<file path="src/rtl/core/pttf_pkg.sv">
// Types and constants of the prime table trial factorizer.
package pttf_pkg;

    localparam int MAX_RESULTS = 32;
    localparam int KW          = $clog2(MAX_RESULTS + 1);

    localparam logic OP_LOAD   = 1'b0;
    localparam logic OP_FACTOR = 1'b1;

    typedef struct packed {
        logic        opcode;
        logic [9:0]  entry_index;
        logic [31:0] entry_prime;
        logic [31:0] number;
        logic [10:0] table_count;
    } t_in_item;

    typedef struct packed {
        logic [31:0] prime_factor;
        logic        empty_res;
        logic        last;
    } t_out_item;

    typedef enum logic [2:0] {
        ST_IDLE,
        ST_NEXT,
        ST_FETCH,
        ST_TEST,
        ST_DIV,
        ST_EVAL,
        ST_PUSH,
        ST_FINAL
    } t_state;

    typedef struct packed {
        logic start;
        logic load;
        logic rd;
        logic latch_div;
        logic adv;
        logic div_start;
        logic div_step;
        logic capture;
        logic emit;
        logic emit_last;
    } t_cmd;

    typedef struct packed {
        logic walk_done;
        logic skip;
        logic div_done;
        logic rem_zero;
        logic has_pend;
        logic out_free;
    } t_stat;

endpackage

</file>
<file path="src/rtl/core/pttf_ctrl.sv">
// Controller state machine of the trial factorizer.
module pttf_ctrl (
    input  logic          i_clk,
    input  logic          i_rst_n,
    input  logic          i_in_valid,
    input  logic          i_op,
    input  pttf_pkg::t_stat i_stat,
    output pttf_pkg::t_cmd  o_cmd,
    output logic          o_in_stall
);
    import pttf_pkg::*;

    t_state r_state;
    t_state n_state;

    always_ff @(posedge i_clk) begin
        if (!i_rst_n) begin
            r_state <= ST_IDLE;
        end else begin
            r_state <= n_state;
        end
    end

    assign o_in_stall = (r_state != ST_IDLE);

    always_comb begin
        n_state = r_state;
        o_cmd   = '0;
        unique case (r_state)
            ST_IDLE: begin
                if (i_in_valid) begin
                    if (i_op == OP_FACTOR) begin
                        o_cmd.start = 1'b1;
                        n_state     = ST_NEXT;
                    end else begin
                        o_cmd.load = 1'b1;
                    end
                end
            end
            ST_NEXT: begin
                if (i_stat.walk_done) begin
                    n_state = ST_FINAL;
                end else begin
                    o_cmd.rd = 1'b1;
                    n_state  = ST_FETCH;
                end
            end
            ST_FETCH: begin
                o_cmd.latch_div = 1'b1;
                n_state         = ST_TEST;
            end
            ST_TEST: begin
                if (i_stat.skip) begin
                    o_cmd.adv = 1'b1;
                    n_state   = ST_NEXT;
                end else begin
                    o_cmd.div_start = 1'b1;
                    n_state         = ST_DIV;
                end
            end
            ST_DIV: begin
                o_cmd.div_step = 1'b1;
                if (i_stat.div_done) begin
                    n_state = ST_EVAL;
                end
            end
            ST_EVAL: begin
                if (!i_stat.rem_zero) begin
                    o_cmd.adv = 1'b1;
                    n_state   = ST_NEXT;
                end else if (i_stat.has_pend) begin
                    n_state = ST_PUSH;
                end else begin
                    o_cmd.capture = 1'b1;
                    n_state       = ST_TEST;
                end
            end
            ST_PUSH: begin
                if (i_stat.out_free) begin
                    o_cmd.emit    = 1'b1;
                    o_cmd.capture = 1'b1;
                    n_state       = ST_TEST;
                end
            end
            ST_FINAL: begin
                if (i_stat.out_free) begin
                    o_cmd.emit      = 1'b1;
                    o_cmd.emit_last = 1'b1;
                    n_state         = ST_IDLE;
                end
            end
            default: begin
                n_state = ST_IDLE;
            end
        endcase
    end

endmodule

</file>
<file path="config.mk">
export PLATFORM = sky130hd
export DESIGN_NAME = pttf_ctrl
export DESIGN_NICKNAME = d
export VERILOG_FILES = /design/src/rtl/core/pttf_pkg.sv /design/src/rtl/core/pttf_ctrl.sv
export SDC_FILE = /design/constraint.sdc
export NUM_CORES = 1
export LEC_CHECK = 0
export BUFFER_PORTS_ARGS = -buffer_cell sky130_fd_sc_hd__buf_2
export CAP_MARGIN = 20
export CORE_AREA = 10 10 47 49
export CTS_BUF_LIST = sky130_fd_sc_hd__clkbuf_16
export DETAILED_ROUTE_END_ITERATION = 6
export DIE_AREA = 0 0 57 59
export GPL_TIMING_DRIVEN = 0
export HOLD_SLACK_MARGIN = 0.06
export SYNTH_ARGS = -nofsm -noshare
export SYNTH_HDL_FRONTEND = slang
export SYNTH_SLANG_ARGS = --single-unit
export TNS_END_PERCENT = 50
</file>
<file path="constraint.sdc">
create_clock -name i_clk -period 1.01 [get_ports i_clk]
set_input_delay 0.202 -clock i_clk [delete_from_list [all_inputs] [get_ports i_clk]]
set_output_delay 0.202 -clock i_clk [all_outputs]
set_load 0.005 [all_outputs]
</file>
Word level (Yosys, flattened, before mapping)
Cells that the tools add are included.
W data, S select, Z words.
{"block": "classes", "n_eq_ne": 12, "mux": 29, "n_reduce_logical": 3}
{"op": "$mux W3", "n": 9}
{"op": "$pmux W3 S8", "n": 1}
{"op": "$mux W1", "n": 13}
{"op": "$eq A3 B3 Y1 const B", "n": 4}
{"op": "$ne A2 B2 Y1 const B", "n": 5}
{"op": "$eq A3 B2 Y1 const B", "n": 2}
{"op": "$mux W2", "n": 3}
{"op": "$pmux W1 S2", "n": 3}
{"op": "$reduce_and A5 Y1", "n": 1}
{"op": "$eq A3 B1 Y1 const B", "n": 1}
{"op": "$logic_not A3 Y1", "n": 1}
{"op": "$reduce_bool A3 Y1", "n": 1}
{"block": "word_totals", "ff_bits": 3, "input_bits": 10, "out_inout_bits": 11, "elab_cells": 45}

Longest topological paths before layout
{"block": "logic_depth", "word_depth": 3, "mapped_depth": 5, "ltp_nobuf": 4}

Least setup slack after synthesis
Ideal clock, no wire load.
{"block": "synth_timing", "path_kind": "register -> output", "start": "register r_state[2]", "end": "output o_cmd[9] in the netlist's numbering", "t_arrival_ns": 0.928, "required_time_ns": 0.808, "setup_slack_ns": -0.120, "stages_incl_launch_ff": 4, "n_path_buf": 1, "path_cell_list": "dfxtp_1 > buf_4 > nor3_1 > and3_1"}
{"element": "start: declaration", "line_no": "pttf_ctrl.sv:13", "source": "t_state r_state;"}
{"element": "start signal: assignment", "line_no": "pttf_ctrl.sv:20", "source": "r_state <= n_state;"}
{"element": "end: declaration", "line_no": "pttf_ctrl.sv:8", "source": "output pttf_pkg::t_cmd o_cmd,"}

==> impl_metrics.env <==
export IMPL_ys_warn_count=0
export IMPL_start_util=0.229
export IMPL_maxCapViolations=0
export IMPL_wl_um=1240
export IMPL_p_seq_frac=0.148
export IMPL_core_area_um2=1400
export IMPL_io_pins=21
export IMPL_worstHoldPathType="input pin to flop"
export IMPL_cts_tree="built"
export IMPL_cts_clk_slew_worst_paths_ns=0.03
export IMPL_yosysTopAreaCellShare=0.188
export IMPL_ys_seq_elements=3
export IMPL_async_reset_ff_frac=0
export IMPL_root_buffer="clkbuf_16"
export IMPL_vias=462
export IMPL_yosys_area_top_type="dfxtp_1"
export IMPL_p_switching_uw=682
export IMPL_gr_max_usage_layer="met2"
export IMPL_worstHoldStart="i_rst_n"
export IMPL_p_leak_nw=0.330
export IMPL_gp_congestion=0.823
export IMPL_dpl_instance_area_um2=460
export IMPL_final_max_slew_violation_count=0
export IMPL_fmax_mhz=738
export IMPL_antenna_found_initial=0
export IMPL_skew_ns=0.00133
export IMPL_die_area_um2=3360
export IMPL_yosysSeqAreaShare=0.188
export IMPL_ir_drop_v=0.00115
export IMPL_power_share_switching=0.342
export IMPL_fp_dieW_um=57
export IMPL_period_share=1.34
export IMPL_area_delta_synth_final_pct=100
export IMPL_wire_per_inst_um=13.0
export IMPL_total_power_mw=1.99
export IMPL_clk_latency_ns=0.22
export IMPL_synth_edf_count=0
export IMPL_cts_hold_fix_buffers=0
export IMPL_drt_drc_violations_left=0
export IMPL_power_density_nw_per_um2=3110
export IMPL_drive_gt1_frac=0.532
export IMPL_synth_common_cells="nand2_1 (8), nor2_1 (7), a21oi_1 (3), dfxtp_1 (3), nand2b_1 (3)"
export IMPL_crit_path_start_kind="flop"
export IMPL_synth_distinct_cells=25
export IMPL_grt_pass1_vias=509
export IMPL_syn_area_per_cell_um2=6.67
export IMPL_top_register="r_state"
export IMPL_cts_path_max_buffers=2
export IMPL_n_fill_cell=151
export IMPL_setup_viol=13
export IMPL_worstSetupEndpointType="primary output"
export IMPL_met1_usage=0.0789
export IMPL_firstDrtPassIters=4
export IMPL_critPathKind="flop to primary output"
export IMPL_worstHoldPathCells=2
export IMPL_hpwl_um=858
export IMPL_grt_max_degree=11
export IMPL_hold_end="r_state[2]"
export IMPL_grtUsageMet3=0.0601
export IMPL_fin_area_um2=642
export IMPL_port_buffers=20
export IMPL_r2r_cells=4
export IMPL_multi_input_area_um2=278
export IMPL_grt_use_total=0.0789
export IMPL_postLayoutSetupSlackWorst_ns=-0.346
export IMPL_r2r_end="r_state[2]"
export IMPL_ant_nets=0
export IMPL_rsz0062_at_grt="true"
export IMPL_p_comb_frac=0.546
export IMPL_failed_checks="setup timing"
export IMPL_largestRegisters="r_state: 3 flops"
export IMPL_fin_nets=90
export IMPL_viasPerCell=4.86
export IMPL_diodes=0
export IMPL_cts_sinks=3
export IMPL_numCtsBuffers=3
export IMPL_netlist_area_um2=320
export IMPL_relSlewSlack=0.819
export IMPL_use_met2=0.115
export IMPL_path_max_fanout=8
export IMPL_status="complete, but fails checks"
export IMPL_syn_inst=48
export IMPL_finalHoldViolations=0
export IMPL_period_minus_slack_ns=1.36
export IMPL_worstPathRequired_ns=0.81
export IMPL_overflow=0
export IMPL_h_tree_depth=1
export IMPL_r2r_start="r_state[2]"
export IMPL_drtIter0Drc=10
export IMPL_synth_fp_nets=58
export IMPL_grt_pass1_wl_um=2200
export IMPL_largest_register_ffs=3
export IMPL_die_h_um=59
export IMPL_clkPwrFrac=0.307
export IMPL_worstMarginPinSlew_ns=0.269
export IMPL_p_int_mw=1.31
export IMPL_r2r_slack_ns=-0.19
export IMPL_yosysMostFrequentCell="nand2_1"
export IMPL_rows=14
export IMPL_cp_arrival_ns=1.15
export IMPL_ff_latch_area_um2=71.3
export IMPL_synth_ff_type="dfxtp_1"
export IMPL_synth_area_leaders="dfxtp_1 (19%), nand2_1 (9.4%), nor2_1 (8.2%)"
## critical path, stage by stage, from the launching register on
cell	delay (ns)
dfxtp_4	0.34
buf_6	0.13
nand3b_1	0.16
o21ai_1	0.07
and2_1	0.12
buf_2	0.10
## metrics by stage
step	cells	utilization	hold slack [ns]	worst slack (ns)	setup TNS (ns)
3_3_place_gp	84	0.329	0.480	-0.232	-1.46
6_report	95	0.458	0.247	-0.346	-3.32
3_5_place_dp	84	0.329	0.478	-0.240	-1.56
2_1_floorplan	48	-	0.326	-0.0648	-0.166
5_1_grt	95	0.458	0.264	-0.440	-4.10
4_1_cts	95	0.446	0.247	-0.361	-3.47
## cell families (layout without fill, tap and decap cells)
group,after synthesis,in the layout,share of synthesized area
buf+inv,4,35,0.0664
simple gates,29,29,0.492
flops,3,3,0.188
compound gates,12,12,0.254
## timing repair
item,4_1_cts,5_1_grt
hold endpoints to repair,0,0
resized for setup,11,5
setup buffers,6,0
cloned,1,0
pin swaps,4,6
endpoints found under the setup margin,14,14
## area by class of cell
cell class                      instances  area share
Inverter                                1     0.00585
Buffer                                  3      0.0585
Clock buffer                            3       0.117
Sequential cell                         3       0.111
Clock inverter                          1     0.00585
Tap cell                               16      0.0312
Timing Repair Buffer                   27       0.238
Multi-Input combinational cell         41       0.433
## metal layers
layer	vias to the layer above	share of wire
li1	235	-
met1	205	0.38
met2	20	0.46
met3	2	0.15
met4	0	0.0081
met5	-	0
## worst max-delay path by stage
stage                    start  endpoint  cells after the start
detailed placement  r_state[0]  o_cmd[7]                      3
floorplan           r_state[0]  o_cmd[7]                      2
finish              r_state[2]  o_cmd[5]                      5
global route        r_state[2]  o_cmd[5]                      5
CTS                 r_state[1]  o_cmd[9]                      4
global placement    r_state[0]  o_cmd[7]                      3
## cells in the final DEF, fill, tap and decap left out, types with 2 or more instances in the layout
master	instances
o21ai_1	2
and3_1	2
buf_6	2
nand2_1	8
and2_1	2
nor2_1	6
buf_2	20
nand2b_1	3
clkbuf_16	3
a21oi_1	2
inv_1	2
dfxtp_4	3
buf_4	7
## power groups by stage
stage               registers, mW  clock network [mW]  logic [mW]
floorplan                   0.243                   0       0.536
global placement            0.262                   0       0.749
detailed placement          0.262                   0       0.754
CTS                         0.280               0.623        1.04
global route                0.308               0.640        1.22
finish                      0.295               0.611        1.09
Power figures use the tool's default switching activity.
